--- config.mk ---
export PLATFORM = sky130hd
export DESIGN_NAME = raster_pixel_unpacker_top
export DESIGN_NICKNAME = d
export VERILOG_FILES = /design/src/rtl/rpu_pkg.sv /design/src/rtl/rpu_cfg.sv /design/src/rtl/rpu_front.sv /design/src/rtl/rpu_back.sv /design/src/rtl/raster_pixel_unpacker_top.sv
export SDC_FILE = /design/constraint.sdc
export NUM_CORES = 1
export LEC_CHECK = 0
export BUFFER_PORTS_ARGS = -buffer_cell sky130_fd_sc_hd__buf_2
export CAP_MARGIN = 10
export CORE_MARGIN = 2
export CORE_UTILIZATION = 40
export CTS_BUF_LIST = sky130_fd_sc_hd__clkbuf_2
export DETAILED_ROUTE_END_ITERATION = 8
export GPL_ROUTABILITY_DRIVEN = 0
export SYNTH_ARGS = -nofsm -noshare
export SYNTH_HDL_FRONTEND = slang
export SYNTH_HIERARCHICAL = 1
export SYNTH_SLANG_ARGS = --single-unit
--- constraint.sdc ---
create_clock -name i_clk -period 13 [get_ports i_clk]
set_input_delay 1.3 -clock i_clk [delete_from_list [all_inputs] [get_ports i_clk]]
set_output_delay 1.3 -clock i_clk [all_outputs]
set_load 0.1 [all_outputs]
--- src/rtl/rpu_pkg.sv ---
// shared types, codes and arithmetic helpers for the raster pixel unpacker
`timescale 1ns / 1ps

package rpu_pkg;

    localparam logic [2:0] PSM_1BIT  = 3'd0;
    localparam logic [2:0] PSM_4BIT  = 3'd1;
    localparam logic [2:0] PSM_8BIT  = 3'd2;
    localparam logic [2:0] PSM_16BIT = 3'd3;
    localparam logic [2:0] PSM_24BIT = 3'd4;
    localparam logic [2:0] PSM_32BIT = 3'd5;

    localparam logic [1:0] FMT_LUMA = 2'd0;
    localparam logic [1:0] FMT_RGB  = 2'd1;
    localparam logic [1:0] FMT_RGBA = 2'd2;

    localparam logic [2:0] REG_PIXEL_SIZE_MODE = 3'd0;
    localparam logic [2:0] REG_OUTPUT_FORMAT   = 3'd1;
    localparam logic [2:0] REG_UYVY_MODE       = 3'd2;
    localparam logic [2:0] REG_SWAP_BGR        = 3'd3;
    localparam logic [2:0] REG_ALPHA_VALUE     = 3'd4;

    localparam int unsigned PADDR_W = 5;
    localparam int unsigned PDATA_W = 32;

    localparam logic signed [18:0] K_Y  = 19'sd76284;
    localparam logic signed [18:0] K_RV = 19'sd104595;
    localparam logic signed [18:0] K_GV = 19'sd53281;
    localparam logic signed [18:0] K_GU = 19'sd25625;
    localparam logic signed [18:0] K_BU = 19'sd132252;
    localparam logic signed [29:0] K_ROUND = 30'sd32768;

    localparam logic [2:0] BYTES_LUMA = 3'd1;
    localparam logic [2:0] BYTES_RGB  = 3'd3;
    localparam logic [2:0] BYTES_RGBA = 3'd4;

    typedef struct packed {
        logic [2:0] pixel_size_mode;
        logic [1:0] output_format;
        logic       uyvy_mode;
        logic       swap_bgr;
        logic [7:0] alpha_value;
    } t_cfg;

    typedef struct packed {
        logic [7:0]         b0;
        logic [7:0]         b1;
        logic [7:0]         b2;
        logic [2:0]         start;
        logic [2:0]         last_idx;
        logic signed [28:0] y_p;
        logic signed [28:0] rv_p;
        logic signed [28:0] gv_p;
        logic signed [28:0] gu_p;
        logic signed [28:0] bu_p;
    } t_item;

    function automatic logic [7:0] clamp_channel(input logic signed [29:0] acc);
        logic signed [29:0] x;
        logic [7:0]         res;
        x = acc + K_ROUND;
        if (x[29]) begin
            res = 8'd0;
        end else if (x[28:24] != 5'd0) begin
            res = 8'hFF;
        end else begin
            res = x[23:16];
        end
        return res;
    endfunction

endpackage

--- src/rtl/rpu_cfg.sv ---
// apb configuration registers
`timescale 1ns / 1ps

module rpu_cfg (
    input  logic                         i_clk,
    input  logic                         i_rst_n,
    input  logic                         psel,
    input  logic                         penable,
    input  logic                         pwrite,
    input  logic [rpu_pkg::PADDR_W-1:0]  paddr,
    input  logic [rpu_pkg::PDATA_W-1:0]  pwdata,
    output logic [rpu_pkg::PDATA_W-1:0]  prdata,
    output logic                         pready,
    output rpu_pkg::t_cfg                o_cfg
);

    rpu_pkg::t_cfg r_cfg;
    logic [2:0]    reg_idx;
    logic          wr_en;

    assign reg_idx = paddr[4:2];
    assign wr_en   = psel & penable & pwrite;
    assign pready  = 1'b1;
    assign o_cfg   = r_cfg;

    always_ff @(posedge i_clk) begin
        if (!i_rst_n) begin
            r_cfg.pixel_size_mode <= rpu_pkg::PSM_8BIT;
            r_cfg.output_format   <= rpu_pkg::FMT_LUMA;
            r_cfg.uyvy_mode       <= 1'b0;
            r_cfg.swap_bgr        <= 1'b0;
            r_cfg.alpha_value     <= 8'hFF;
        end else if (wr_en) begin
            unique case (reg_idx)
                rpu_pkg::REG_PIXEL_SIZE_MODE: r_cfg.pixel_size_mode <= pwdata[2:0];
                rpu_pkg::REG_OUTPUT_FORMAT:   r_cfg.output_format   <= pwdata[1:0];
                rpu_pkg::REG_UYVY_MODE:       r_cfg.uyvy_mode       <= pwdata[0];
                rpu_pkg::REG_SWAP_BGR:        r_cfg.swap_bgr        <= pwdata[0];
                rpu_pkg::REG_ALPHA_VALUE:     r_cfg.alpha_value     <= pwdata[7:0];
                default: ;
            endcase
        end
    end

    always_comb begin
        prdata = '0;
        unique case (reg_idx)
            rpu_pkg::REG_PIXEL_SIZE_MODE: prdata[2:0] = r_cfg.pixel_size_mode;
            rpu_pkg::REG_OUTPUT_FORMAT:   prdata[1:0] = r_cfg.output_format;
            rpu_pkg::REG_UYVY_MODE:       prdata[0]   = r_cfg.uyvy_mode;
            rpu_pkg::REG_SWAP_BGR:        prdata[0]   = r_cfg.swap_bgr;
            rpu_pkg::REG_ALPHA_VALUE:     prdata[7:0] = r_cfg.alpha_value;
            default: ;
        endcase
    end

endmodule

--- src/rtl/rpu_front.sv ---
// input stage: beat capture, packed run clipping, chroma state and yuv products
`timescale 1ns / 1ps

module rpu_front (
    input  logic           i_clk,
    input  logic           i_rst_n,
    input  rpu_pkg::t_cfg  i_cfg,
    input  logic           i_in_valid,
    output logic           o_in_stall,
    input  logic [31:0]    i_raw_pixel,
    input  logic           i_first_in_line,
    input  logic [2:0]     i_start_offset,
    input  logic [3:0]     i_pixel_count,
    input  logic [7:0]     i_lookahead_chroma,
    input  logic           i_take,
    output logic           o_item_valid,
    output rpu_pkg::t_item o_item
);

    logic           r_valid;
    rpu_pkg::t_item r_item;
    logic [7:0]     r_held_u;
    logic [7:0]     r_held_v;
    logic           r_parity;

    logic [7:0]     n_held_u;
    logic [7:0]     n_held_v;
    logic           n_parity;
    rpu_pkg::t_item n_item;

    logic           accept;
    logic           produces;
    logic           uyvy_colour;
    logic [3:0]     avail;
    logic [3:0]     cnt;
    logic [2:0]     start_eff;
    logic signed [9:0] y_s;
    logic signed [9:0] u_s;
    logic signed [9:0] v_s;

    assign o_in_stall   = r_valid & ~i_take;
    assign accept       = i_in_valid & ~o_in_stall;
    assign o_item_valid = r_valid;
    assign o_item       = r_item;

    assign uyvy_colour = (i_cfg.pixel_size_mode == rpu_pkg::PSM_16BIT) & i_cfg.uyvy_mode
                       & ((i_cfg.output_format == rpu_pkg::FMT_RGB)
                       || (i_cfg.output_format == rpu_pkg::FMT_RGBA));

    // packed run clipping
    always_comb begin
        if (i_cfg.pixel_size_mode == rpu_pkg::PSM_4BIT) begin
            start_eff = {2'b00, i_start_offset[0]};
            avail     = 4'd2 - {3'b000, i_start_offset[0]};
        end else begin
            start_eff = i_start_offset;
            avail     = 4'd8 - {1'b0, i_start_offset};
        end
        cnt = (i_pixel_count > avail) ? avail : i_pixel_count;
    end

    always_comb begin
        produces = 1'b0;
        if (i_cfg.output_format <= rpu_pkg::FMT_RGBA) begin
            unique case (i_cfg.pixel_size_mode)
                rpu_pkg::PSM_1BIT,
                rpu_pkg::PSM_4BIT:  produces = (cnt != 4'd0);
                rpu_pkg::PSM_8BIT:  produces = 1'b1;
                rpu_pkg::PSM_16BIT: produces = i_cfg.uyvy_mode
                                             | (i_cfg.output_format != rpu_pkg::FMT_LUMA);
                rpu_pkg::PSM_24BIT,
                rpu_pkg::PSM_32BIT: produces = (i_cfg.output_format != rpu_pkg::FMT_LUMA);
                default:            produces = 1'b0;
            endcase
        end
    end

    // chroma tracking
    always_comb begin
        n_held_u = r_held_u;
        n_held_v = r_held_v;
        n_parity = i_first_in_line ? i_start_offset[0] : r_parity;
        if (i_first_in_line) begin
            if (n_parity) begin
                n_held_u = i_lookahead_chroma;
            end else begin
                n_held_v = i_lookahead_chroma;
            end
        end
        if (n_parity) begin
            n_held_v = i_raw_pixel[7:0];
        end else begin
            n_held_u = i_raw_pixel[7:0];
        end
    end

    always_comb begin
        y_s = $signed({2'b00, i_raw_pixel[15:8]}) - 10'sd16;
        u_s = $signed({2'b00, n_held_u}) - 10'sd128;
        v_s = $signed({2'b00, n_held_v}) - 10'sd128;
        n_item.b0       = i_raw_pixel[7:0];
        n_item.b1       = i_raw_pixel[15:8];
        n_item.b2       = i_raw_pixel[23:16];
        n_item.start    = start_eff;
        n_item.last_idx = (i_cfg.pixel_size_mode == rpu_pkg::PSM_1BIT
                        || i_cfg.pixel_size_mode == rpu_pkg::PSM_4BIT)
                        ? 3'(cnt - 4'd1) : 3'd0;
        n_item.y_p      = 29'(y_s) * 29'(rpu_pkg::K_Y);
        n_item.rv_p     = 29'(v_s) * 29'(rpu_pkg::K_RV);
        n_item.gv_p     = 29'(v_s) * 29'(rpu_pkg::K_GV);
        n_item.gu_p     = 29'(u_s) * 29'(rpu_pkg::K_GU);
        n_item.bu_p     = 29'(u_s) * 29'(rpu_pkg::K_BU);
    end

    always_ff @(posedge i_clk) begin
        if (!i_rst_n) begin
            r_valid  <= 1'b0;
            r_held_u <= 8'd128;
            r_held_v <= 8'd128;
            r_parity <= 1'b0;
        end else begin
            if (accept) begin
                r_valid <= produces;
            end else if (i_take) begin
                r_valid <= 1'b0;
            end
            if (accept && produces && uyvy_colour) begin
                r_held_u <= n_held_u;
                r_held_v <= n_held_v;
                r_parity <= ~n_parity;
            end
        end
    end

    always_ff @(posedge i_clk) begin
        if (accept) begin
            r_item <= n_item;
        end
    end

endmodule

--- src/rtl/rpu_back.sv ---
// result stage: per-pixel formatting, packed run counter and output register
`timescale 1ns / 1ps

module rpu_back (
    input  logic           i_clk,
    input  logic           i_rst_n,
    input  rpu_pkg::t_cfg  i_cfg,
    input  logic           i_item_valid,
    input  rpu_pkg::t_item i_item,
    output logic           o_take,
    output logic           o_out_valid,
    input  logic           i_out_stall,
    output logic [7:0]     o_out_byte0,
    output logic [7:0]     o_out_byte1,
    output logic [7:0]     o_out_byte2,
    output logic [7:0]     o_out_byte3,
    output logic [2:0]     o_byte_count,
    output logic           o_last_of_run
);

    logic       r_out_valid;
    logic [2:0] r_idx;
    logic [7:0] r_b0;
    logic [7:0] r_b1;
    logic [7:0] r_b2;
    logic [7:0] r_b3;
    logic [2:0] r_cnt;
    logic       r_last;

    logic [7:0] n_b0;
    logic [7:0] n_b1;
    logic [7:0] n_b2;
    logic [7:0] n_b3;
    logic [2:0] n_cnt;

    logic       out_free;
    logic       advance;
    logic       is_last;
    logic [2:0] pos;
    logic [7:0] c0;
    logic [7:0] c1;
    logic [7:0] c2;
    logic [7:0] ca;
    logic [7:0] yuv_r;
    logic [7:0] yuv_g;
    logic [7:0] yuv_b;
    logic       colour;

    assign out_free = ~r_out_valid | ~i_out_stall;
    assign advance  = i_item_valid & out_free;
    assign is_last  = (r_idx == i_item.last_idx);
    assign o_take   = advance & is_last;
    assign pos      = i_item.start + r_idx;

    assign yuv_r = rpu_pkg::clamp_channel(30'(i_item.y_p) + 30'(i_item.rv_p));
    assign yuv_g = rpu_pkg::clamp_channel(30'(i_item.y_p) - 30'(i_item.gv_p)
                                          - 30'(i_item.gu_p));
    assign yuv_b = rpu_pkg::clamp_channel(30'(i_item.y_p) + 30'(i_item.bu_p));

    always_comb begin
        colour = 1'b0;
        c0     = i_item.b0;
        c1     = i_item.b1;
        c2     = i_item.b2;
        ca     = i_cfg.alpha_value;
        n_b0   = 8'd0;
        n_b1   = 8'd0;
        n_b2   = 8'd0;
        n_b3   = 8'd0;
        n_cnt  = rpu_pkg::BYTES_LUMA;
        unique case (i_cfg.pixel_size_mode)
            rpu_pkg::PSM_1BIT: begin
                n_b0 = i_item.b0[pos] ? 8'hFF : 8'h00;
            end
            rpu_pkg::PSM_4BIT: begin
                n_b0 = pos[0] ? {i_item.b0[7:4], 4'h0} : {i_item.b0[3:0], 4'h0};
            end
            rpu_pkg::PSM_8BIT: begin
                n_b0   = i_item.b0;
                colour = (i_cfg.output_format != rpu_pkg::FMT_LUMA);
                c1     = i_item.b0;
                c2     = i_item.b0;
            end
            rpu_pkg::PSM_16BIT: begin
                if (i_cfg.uyvy_mode) begin
                    n_b0   = i_item.b1;
                    colour = (i_cfg.output_format != rpu_pkg::FMT_LUMA);
                    c0     = yuv_r;
                    c1     = yuv_g;
                    c2     = yuv_b;
                end else begin
                    colour = 1'b1;
                    c0     = {i_item.b1[6:2], 3'b000};
                    c1     = {i_item.b1[1:0], i_item.b0[7:5], 3'b000};
                    c2     = {i_item.b0[4:0], 3'b000};
                end
            end
            rpu_pkg::PSM_24BIT: begin
                colour = 1'b1;
                if (i_cfg.swap_bgr) begin
                    c0 = i_item.b2;
                    c2 = i_item.b0;
                end
            end
            rpu_pkg::PSM_32BIT: begin
                colour = 1'b1;
                if (i_cfg.output_format == rpu_pkg::FMT_RGB || i_cfg.swap_bgr) begin
                    c0 = i_item.b2;
                    c2 = i_item.b0;
                end else begin
                    ca = 8'hFF;
                end
            end
            default: ;
        endcase
        if (colour) begin
            n_b0 = c0;
            n_b1 = c1;
            n_b2 = c2;
            if (i_cfg.output_format == rpu_pkg::FMT_RGB) begin
                n_cnt = rpu_pkg::BYTES_RGB;
            end else begin
                n_b3  = ca;
                n_cnt = rpu_pkg::BYTES_RGBA;
            end
        end
    end

    always_ff @(posedge i_clk) begin
        if (!i_rst_n) begin
            r_out_valid <= 1'b0;
            r_idx       <= 3'd0;
        end else begin
            if (out_free) begin
                r_out_valid <= i_item_valid;
            end
            if (advance) begin
                r_idx <= is_last ? 3'd0 : r_idx + 3'd1;
            end
        end
    end

    always_ff @(posedge i_clk) begin
        if (advance) begin
            r_b0   <= n_b0;
            r_b1   <= n_b1;
            r_b2   <= n_b2;
            r_b3   <= n_b3;
            r_cnt  <= n_cnt;
            r_last <= is_last;
        end
    end

    assign o_out_valid   = r_out_valid;
    assign o_out_byte0   = r_b0;
    assign o_out_byte1   = r_b1;
    assign o_out_byte2   = r_b2;
    assign o_out_byte3   = r_b3;
    assign o_byte_count  = r_cnt;
    assign o_last_of_run = r_last;

endmodule

--- src/rtl/raster_pixel_unpacker_top.sv ---
// top level of the raster pixel unpacker
`timescale 1ns / 1ps

// Converts one raw grabber pixel per input beat into luminance, RGB or RGBA
// output beats. Every accepted input beat yields one output beat, one per
// cycle while the output is not stalled, except packed 1-bit and 4-bit bytes,
// which yield one beat per unpacked pixel (up to 8 for a 1-bit byte, up to 2
// for a 4-bit byte), paced by the pixel counter in the result stage. A beat
// passes through the input register, then the output register. Unsupported
// mode combinations and empty packed runs are taken and give no output beat.
// The user must write registers over the APB port only while the block is
// idle; the block does not check it. No clearing pass is needed after reset.

module raster_pixel_unpacker_top (
    input  logic                         i_clk,
    input  logic                         i_rst_n,
    input  logic                         psel,
    input  logic                         penable,
    input  logic                         pwrite,
    input  logic [rpu_pkg::PADDR_W-1:0]  paddr,
    input  logic [rpu_pkg::PDATA_W-1:0]  pwdata,
    output logic [rpu_pkg::PDATA_W-1:0]  prdata,
    output logic                         pready,
    input  logic                         i_in_valid,
    output logic                         o_in_stall,
    input  logic [31:0]                  i_raw_pixel,
    input  logic                         i_first_in_line,
    input  logic [2:0]                   i_start_offset,
    input  logic [3:0]                   i_pixel_count,
    input  logic [7:0]                   i_lookahead_chroma,
    output logic                         o_out_valid,
    input  logic                         i_out_stall,
    output logic [7:0]                   o_out_byte0,
    output logic [7:0]                   o_out_byte1,
    output logic [7:0]                   o_out_byte2,
    output logic [7:0]                   o_out_byte3,
    output logic [2:0]                   o_byte_count,
    output logic                         o_last_of_run
);

    rpu_pkg::t_cfg  cfg;
    rpu_pkg::t_item item;
    logic           item_valid;
    logic           take;

    rpu_cfg u_cfg (
        .i_clk   (i_clk),
        .i_rst_n (i_rst_n),
        .psel    (psel),
        .penable (penable),
        .pwrite  (pwrite),
        .paddr   (paddr),
        .pwdata  (pwdata),
        .prdata  (prdata),
        .pready  (pready),
        .o_cfg   (cfg)
    );

    rpu_front u_front (
        .i_clk              (i_clk),
        .i_rst_n            (i_rst_n),
        .i_cfg              (cfg),
        .i_in_valid         (i_in_valid),
        .o_in_stall         (o_in_stall),
        .i_raw_pixel        (i_raw_pixel),
        .i_first_in_line    (i_first_in_line),
        .i_start_offset     (i_start_offset),
        .i_pixel_count      (i_pixel_count),
        .i_lookahead_chroma (i_lookahead_chroma),
        .i_take             (take),
        .o_item_valid       (item_valid),
        .o_item             (item)
    );

    rpu_back u_back (
        .i_clk         (i_clk),
        .i_rst_n       (i_rst_n),
        .i_cfg         (cfg),
        .i_item_valid  (item_valid),
        .i_item        (item),
        .o_take        (take),
        .o_out_valid   (o_out_valid),
        .i_out_stall   (i_out_stall),
        .o_out_byte0   (o_out_byte0),
        .o_out_byte1   (o_out_byte1),
        .o_out_byte2   (o_out_byte2),
        .o_out_byte3   (o_out_byte3),
        .o_byte_count  (o_byte_count),
        .o_last_of_run (o_last_of_run)
    );

endmodule

After elaboration in Yosys (flattened, before gate mapping). Index checks and enable logic that the tools add are counted.

Add/subtract/negate cells: 15. Multipliers: 5. Order comparisons: 3. Equality and inequality tests: 12. Muxes and demuxes: 44. Bitwise gates (word level): 16. Reduce and logical (&&, ||, !) cells: 21.

Operators with widths (number): 8-bit two-way mux (23); 30-bit by 17-bit adder with 30-bit output (second input constant) (3); 8-bit one-hot mux with 4 select lines (2); 9-bit by 17-bit multiplier with 26-bit output (second input constant) (2); 9-bit by 16-bit multiplier with 25-bit output (second input constant) (2); 27-bit by 29-bit adder with 30-bit output (1); 28-bit by 25-bit subtractor with 29-bit output (1); 27-bit by 27-bit adder with 28-bit output (1); 27-bit by 26-bit subtractor with 28-bit output (1); 9-bit by 18-bit multiplier with 27-bit output (second input constant) (1); 8-bit one-hot mux with 3 select lines (1); 8-bit by 8-bit subtractor with 9-bit output (second input constant) (2); 8-bit one-hot mux with 2 select lines (1); 5-bit nonzero test (3); 3-bit by 2-bit == test with 1-bit output (second input constant) (4); 2-bit AND reduction (5); 3-bit == test (second input constant) (3); 8-bit by 5-bit subtractor with 9-bit output (second input constant) (1); 1-bit AND (8); 4-bit two-way mux (2); 3-bit by 1-bit == test with 1-bit output (second input constant) (2); 3-bit logical NOT (2); 1-bit two-way mux (6); 3-bit two-way mux (2); 24 further kinds (37).

Register bits: 233. Bits of input ports: 92. Output and inout port bits: 71. Logic and storage cells: 144.

Logic depth before layout (Yosys ltp). Gate-level depths: netlist of the first run.

Depth after elaboration: 10. Mapped depth: 24. Depth with buffers taken out: 22.

By module. The synthesis of the first run kept the hierarchy.

By module, submodules not included: rpu_front (instances 1, cells each 1485, area each 16268.1 µm², seq. area each 5044.8 µm²); rpu_back (instances 1, cells each 838, area each 7597.3 µm², seq. area each 1161.1 µm²); rpu_cfg (instances 1, cells each 112, area each 998.5 µm², seq. area each 300.3 µm²).

Worst setup path after synthesis of the first run. No wires, ideal clock.

Kind: input-to-reg. From: in i_first_in_line. To: reg u_front.r_item (netlist bit u_front/o_item[19]) (data pin). Setup time: 162 ps. Arrival: 7188 ps. Required time: 12838 ps. Path slack: 5650 ps. Cell stages on the path: 21. Path buffers: 1. Cells stage by stage: buf_2 -> mux2i_1 -> nor2_1 -> a21oi_1 -> inv_1 -> ha_1 -> inv_1 -> ha_1 -> fa_1 -> fa_1 -> inv_1 -> fa_1 -> inv_1 -> ha_1 -> o21a_1 -> o31a_1 -> o41a_1 -> o21ai_2 -> a21oi_1 -> or4b_1 -> o2111ai_1.

RTL lines: start, declared (RTL line raster_pixel_unpacker_top.sv:27) `input logic i_first_in_line,`; end signal, assigned (RTL line rpu_front.sv:137) `r_item <= n_item;`; end, declared (RTL line rpu_front.sv:21) `rpu_pkg::t_item r_item;`.

==> impl_metrics.yaml, run 1 <==
floorplan:
  die_h_um: 253
  rows: 91
  io_pins: 163
  start_util: 0.404
  core_area_um2: 61600
  dieWidth_um: 253
  dieArea_um2: 64200
synthesis:
  synth_flop_cell: "edfxtp_1"
  async_reset_ff_frac: 0
  yosysMostFrequentCell: "ha_1"
  synth_top_area_cell: "ha_1"
  yosys-top-cells-count: "ha_1 (542), inv_1 (352), edfxtp_1 (192), nor2_1 (123), fa_1 (118)"
  yosysWarnings: 6
  synth-seq-cells: 229
  synth_edf_count: 192
  yosysSeqAreaShare: 0.262
  synthCells: 2435
  synth_area_leaders: "ha_1 (27%), edfxtp_1 (23%), fa_1 (9.5%)"
  synth_area_per_cell_um2: 10.2
  syn_area_um2: 24900
  synthDistinctLibCells: 98
  synth_top_area_share: 0.273
layout:
  finalInstanceArea_um2: 26800
  drive_gt1_frac: 0.105
  fillers: 5849
  final_cells: 3457
  seq_area_um2: 6510
  area_growth_pct: 7.84
  nets: 3321
  final_core_util: 0.435
  multi_input_area_um2: 16700
routing:
  routedWlPerCell_um: 18.6
  dr.pass1.iters: 9
  drt-initial-drc-count: 1294
  wl_um: 64300
  routed-via-count: 18500
  drc: 0
  viasPerCell: 5.36
  drt.antenna.violating_nets: 0
clock_network:
  numCtsBuffers: 61
  clock_latency_ns: 1.04
  htreeDepth: 2
  cts_tree: "done"
  post_cts_buffers: 0
  cts-resized-gates: 0
  ctsLongestPathBuffers: 3
  cts_sinks: 229
  hold_buffers: 0
  clockRootBuffer: "clkbuf_2"
  path_clk_slew_ns: 0.13
power_and_ir_drop:
  p_seq_frac: 0.215
  sw_frac_of_total: 0.499
  p_int_mw: 2.86
  switchingPower_mw: 2.85
  comb_power_share: 0.693
  p_clk_frac: 0.092
  vdd_drop_max_mv: 0.178
  p_per_area_nw_per_um2: 213
  p_total_mw: 5.70
  p_leak_nw: 13.1
sta:
  tns_ns: 0
  period_share: 0.500
  slew_viol_final: 0
  max_freq_ghz: 0.154
  tightest_slew_ns: 1.14
  finalWorstSetupSlack_ns: 6.49
  period_minus_slack_ns: 6.51
  rsz0062_at_grt: "no"
  hold_viol: 0
  relSlewSlack: 0.233
  hold-worst-slack_ns: 0.465
  setup-violations-final: 0
  clock_skew_ns: 0.0524
setup_path:
  worstSetupPathType: "input pin to flip-flop"
  reg2regPathDepth: 22
  rrSetupSlack_ns: 7.05
  crit_path_end: "u_front/o_item[26]"
  crit_fanout: 33
  cp_data_arrival_time_ns: 7.24
  r2r_start: "u_front/r_parity"
  crit_required_ns: 13.73
  reg2reg_to: "u_front/o_item[26]"
  end_kind: "flip-flop"
  startpoint_type: "input pin"
  critPathLaunch: "i_first_in_line"
outcome:
  status: "finished, final reports clean"
global_route:
  grt_max_degree: 104
  grt_pass1_wl_um: 100000
  grt_usage: 0.201
  grt_pass1_vias: 18600
  antenna_found_initial: 2
  grt.overflow.total: 0
placement:
  dpl_cell_area_um2: 26200
  place_inst: 3343
  dp_hpwl_um: 50800
  portBuffers: 103
  pre_cts_ws_ns: 5.47
run:
  max_cap_violations: 0
min_path:
  worstHoldPathType: "input pin to flip-flop"
kinds of logic after synthesis:
| family | count (synthesis) | synth area share |
|---|---|---|
| buf+inv | 435 | 0.0731 |
| simple gates | 451 | 0.0918 |
| mux | 67 | 0.0288 |
| flops | 229 | 0.262 |
| xor+xnor | 111 | 0.0399 |
| other cells | 3 | 0.000453 |
| compound gates | 479 | 0.136 |
| fa+ha+maj | 660 | 0.368 |
area by class of cell:
type / count / area share
Clock buffer: 80 / 0.0149
Inverter: 353 / 0.0496
Tap cell: 837 / 0.0391
Clock inverter: 31 / 0.00602
Sequential cell: 229 / 0.243
Timing Repair Buffer: 127 / 0.0259
Antenna cell: 3 / 0.000280
Multi-Input combinational cell: 1797 / 0.622
layout by cell type (no fill, tap or decap), types with 24 or more instances in the layout:
master    synthesis  routed
a21oi_1         114     113
o21a_1           29      29
inv_1           352     351
conb_1            3      29
nor2b_1          46      46
xor2_1           37      37
clkbuf_2          0      80
mux2i_1          62      61
nor3_1           42      42
a21o_1           46      46
ha_1            542     542
xnor2_1          73      73
buf_2             7     104
edfxtp_1        192     192
dfxtp_1          37      37
nand2_1          97      97
fa_1            118     118
nand3_1          24      24
nor2_1          123     123
o21ai_0          65      63
power by group through the flow:
stage          clock network (mW)  logic (mW)  registers (mW)
2_1_floorplan                   0        2.97            1.18
3_3_place_gp                    0        3.79            1.25
3_5_place_dp                    0        3.89            1.25
4_1_cts                     0.544        3.93            1.23
5_1_grt                     0.577        4.46            1.24
6_report                    0.525        3.95            1.22
routing by layer:
layer	wire length, µm	vias to the layer above	track usage
li1	-	8943	-
met1	28400	8885	0.260
met2	30200	565	0.338
met3	3370	126	0.0273
met4	2360	0	0.0842
met5	0	-	0
how the worst min path moves through the flow:
stage | start | to | slack, ns | cells past startpoint
floorplan | u_front/r_held_u[7] | u_front/r_held_u[7] | 0.46 | 2
global placement | u_front/r_held_v[7] | u_front/r_held_v[7] | 0.47 | 2
detailed placement | u_front/r_held_u[7] | u_front/r_held_u[7] | 0.48 | 2
CTS | i_raw_pixel[17] | u_front/o_item[152] | 0.35 | 1
global route | i_raw_pixel[21] | u_front/o_item[156] | 0.37 | 1
finish | i_raw_pixel[22] | u_front/o_item[157] | 0.46 | 1
state kept, by name, indices dropped and copies added, names as in the netlist:
register	cells
u_back/o_last_of_run	1
u_back/o_out_valid	1
u_front/r_held_v	8
u_back/o_out_byte0	8
u_back/r_idx	3
u_back/o_byte_count	3
u_cfg/o_cfg	15
u_front/r_held_u	8
u_back/o_out_byte2	8
u_back/o_out_byte3	8
u_front/o_item_valid	1
u_front/o_item	156
u_front/r_parity	1
u_back/o_out_byte1	8
critical path: stages:
cell and delay (ns):
buf_2 0.43, mux2i_2 0.28, buf_4 0.34, nor2_1 0.10, a21oi_2 0.11, buf_4 0.31
inv_1 0.33, ha_1 0.29, inv_1 0.05, ha_1 0.23, fa_1 0.49, fa_1 0.55
inv_1 0.05, fa_1 0.50, inv_1 0.04, ha_1 0.33, o21a_2 0.16, a2111oi_2 0.44
o31ai_1 0.22, a21oi_2 0.26, o21ai_1 0.08, a21o_1 0.19, xnor2_1 0.11
Power figures use the tool's default switching activity.
==> run 2, diff against run 1 <==
--- a/config.mk
+++ b/config.mk
@@ -5,6 +5,7 @@
 export SDC_FILE = /design/constraint.sdc
 export NUM_CORES = 1
 export LEC_CHECK = 0
+export ABC_AREA = 1
 export BUFFER_PORTS_ARGS = -buffer_cell sky130_fd_sc_hd__buf_2
 export CAP_MARGIN = 10
 export CORE_MARGIN = 2
==> constraint.sdc (replaced) <==
create_clock -name i_clk -period 5.73 [get_ports i_clk]
set_input_delay 0.573 -clock i_clk [delete_from_list [all_inputs] [get_ports i_clk]]
set_output_delay 0.573 -clock i_clk [all_outputs]
set_load 0.1 [all_outputs]
==> run 2 against run 1 <==
  * Via count increased by 26%
  * Sequential power increased by 120%
  * Clock power increased to 2.7 times the previous value
  * Hold slack got worse by 0.35 ns
  * Sequential cell count unchanged
  * Total power increased to 2.7 times the previous value
  * Clock skew increased by 0.058 ns
  * Largest cell class unchanged
  * Highest routed layer unchanged
==> impl_metrics.yaml, run 2 <==
outcome:
  status: "finished, final reports clean"
clock_network:
  cts_sinks: 229
  ctsLongestPathBuffers: 3
  numCtsBuffers: 66
  cts-resized-gates: 0
  clockRootBuffer: "clkbuf_2"
  post_cts_buffers: 0
  htreeDepth: 3
  cts_tree: "done"
  clock_latency_ns: 1.05
  path_clk_slew_ns: 0.08
sta:
  setup-violations-final: 0
  period_minus_slack_ns: 5.27
  hold-worst-slack_ns: 0.113
  tns_ns: 0
  tightest_slew_ns: 1.16
  period_share: 0.919
  relSlewSlack: 0.207
  finalWorstSetupSlack_ns: 0.462
  hold_viol: 0
  clock_skew_ns: 0.110
  slew_viol_final: 0
  rsz0062_at_grt: "no"
  max_freq_ghz: 0.190
min_path:
  whs_endpoint: "u_cfg/o_cfg[3]"
  whs_path_depth: 2
  worstHoldPathType: "input pin to flip-flop"
  min-delay-start: "i_rst_n"
global_route:
  grt_usage: 0.220
  grt_max_degree: 81
  antenna_found_initial: 2
  grt.overflow.total: 0
  grt_pass1_vias: 22600
  grt_pass1_wl_um: 122000
synthesis:
  synth_area_leaders: "ha_1 (25%), edfxtp_1 (21%), nand2_1 (9.7%)"
  synth_top_area_share: 0.246
  synth-seq-cells: 229
  async_reset_ff_frac: 0
  synthDistinctLibCells: 59
  syn_area_um2: 27600
  synth_area_per_cell_um2: 8.00
  yosys-top-cells-count: "nand2_1 (710), inv_1 (568), ha_1 (542), nor2_1 (304), a21oi_1 (223)"
  yosysSeqAreaShare: 0.236
  synthCells: 3449
  synth_flop_cell: "edfxtp_1"
  synth_top_area_cell: "ha_1"
  synth_edf_count: 192
  yosysMostFrequentCell: "nand2_1"
  yosysWarnings: 6
layout:
  final_cells: 4603
  drive_gt1_frac: 0.0853
  final_cell_mix: "nand2_1 (710), inv_1 (567), ha_1 (542), nor2_1 (303), a21oi_1 (223)"
  nets: 4419
  largest_reg_flops: 156
  layout_commonest_cell: "nand2_1"
  final_core_util: 0.445
  finalInstanceArea_um2: 30400
  area_growth_pct: 10.3
  fillers: 6851
floorplan:
  core_area_um2: 68500
  rows: 96
  dieWidth_um: 267
  die_h_um: 267
  dieArea_um2: 71100
  start_util: 0.403
  io_pins: 163
routing:
  drc: 0
  wl_um: 77500
  dr.pass1.iters: 6
  routedWlPerCell_um: 16.8
  drt.antenna.violating_nets: 0
  viasPerCell: 5.06
  drt-initial-drc-count: 1414
  routed-via-count: 23300
setup_path:
  crit_fanout: 6
  slowest_stage: "fa_1"
  end_kind: "flip-flop"
  r2r_start: "u_front/r_parity"
  reg2regPathDepth: 20
  startpoint_type: "input pin"
  cp_data_arrival_time_ns: 5.96
  worstSetupPathType: "input pin to flip-flop"
  crit_required_ns: 6.43
  rrSetupSlack_ns: 0.62
  reg2reg_to: "u_front/o_item[111]"
  max_stage_delay_ns: 0.57
  path_cells: "dlygate4sd3_1, buf_2, inv_1, ha_1, xnor2_1, ha_1, inv_1, ha_1, inv_1, fa_1, inv_1, fa_1, fa_1, ha_1, a21oi_1, nand2_1, a21oi_1, o21ai_0, nand3_1, nand2_1, xor2_1"
power_and_ir_drop:
  vdd_drop_max_mv: 0.305
  p_total_mw: 15.3
  p_per_area_nw_per_um2: 502
  p_leak_nw: 16.0
placement:
  place_inst: 4424
  dpl_cell_area_um2: 29100
  portBuffers: 103
  pre_cts_ws_ns: 0.0501
  dp_hpwl_um: 65200
run:
  max_cap_violations: 0
[run 2: repair_timing]
item                                   CTS  global route
setup endpoints to repair                0             0
hold buffers                            56             0
endpoints found under the hold margin   48             0
[run 2: cell families (layout without fill, tap and decap cells)]
family | after synthesis | count (layout) | synth area share
other | 3 | 33 | 0.000408
flip-flops | 229 | 229 | 0.236
XOR/XNOR | 112 | 112 | 0.0355
AO/OA/AOI/OAI | 479 | 479 | 0.0997
AND/OR/NAND/NOR | 1309 | 1309 | 0.201
adder cells (fa/ha/maj) | 660 | 660 | 0.331
buffers and inverters | 657 | 899 | 0.0968
[run 2: worst max-delay path, delay by kind of cell]
family / cells / cell delay [ns]
AOI/OAI and AO/OA: 3 / 0.68
buffers and inverters: 6 / 1.03
adders and majority gates: 7 / 2.80
xor gates and xnor gates: 2 / 0.58
and+or+nand+nor: 3 / 0.28
[run 2: worst max-delay path by stage]
stage / to / cells after the start / from
4_1_cts: u_front/o_item[139] / 21 / i_raw_pixel[12]
2_1_floorplan: u_front/o_item[51] / 24 / i_first_in_line
6_report: u_front/o_item[139] / 21 / i_raw_pixel[12]
3_5_place_dp: u_front/o_item[139] / 20 / i_raw_pixel[12]
5_1_grt: u_front/o_item[139] / 21 / i_raw_pixel[12]
3_3_place_gp: u_front/o_item[139] / 20 / i_raw_pixel[12]
[run 2: final cells by class]
type                       instances  area, µm²  area share
multi-input combinational       2589      18500       0.609
sequential                       229       6510       0.214
inverter                         586       2210      0.0725
timing repair buffer             195       1360      0.0446
tap                              882       1100      0.0363
clock buffer                      90        450      0.0148
clock inverter                    28        275     0.00904
antenna                            4       10.0    0.000329
[run 2: routing by layer]
layer / GRT usage / routed length (µm)
met1: 0.296 / 35600
met2: 0.365 / 35100
met3: 0.0250 / 4140
met4: 0.0796 / 2650
met5: 0 / 0
[run 2: report_power, final]
part           switching [mW]  internal (mW)
clock network           0.742          0.702
logic                    7.22           3.86
registers               0.371           2.37
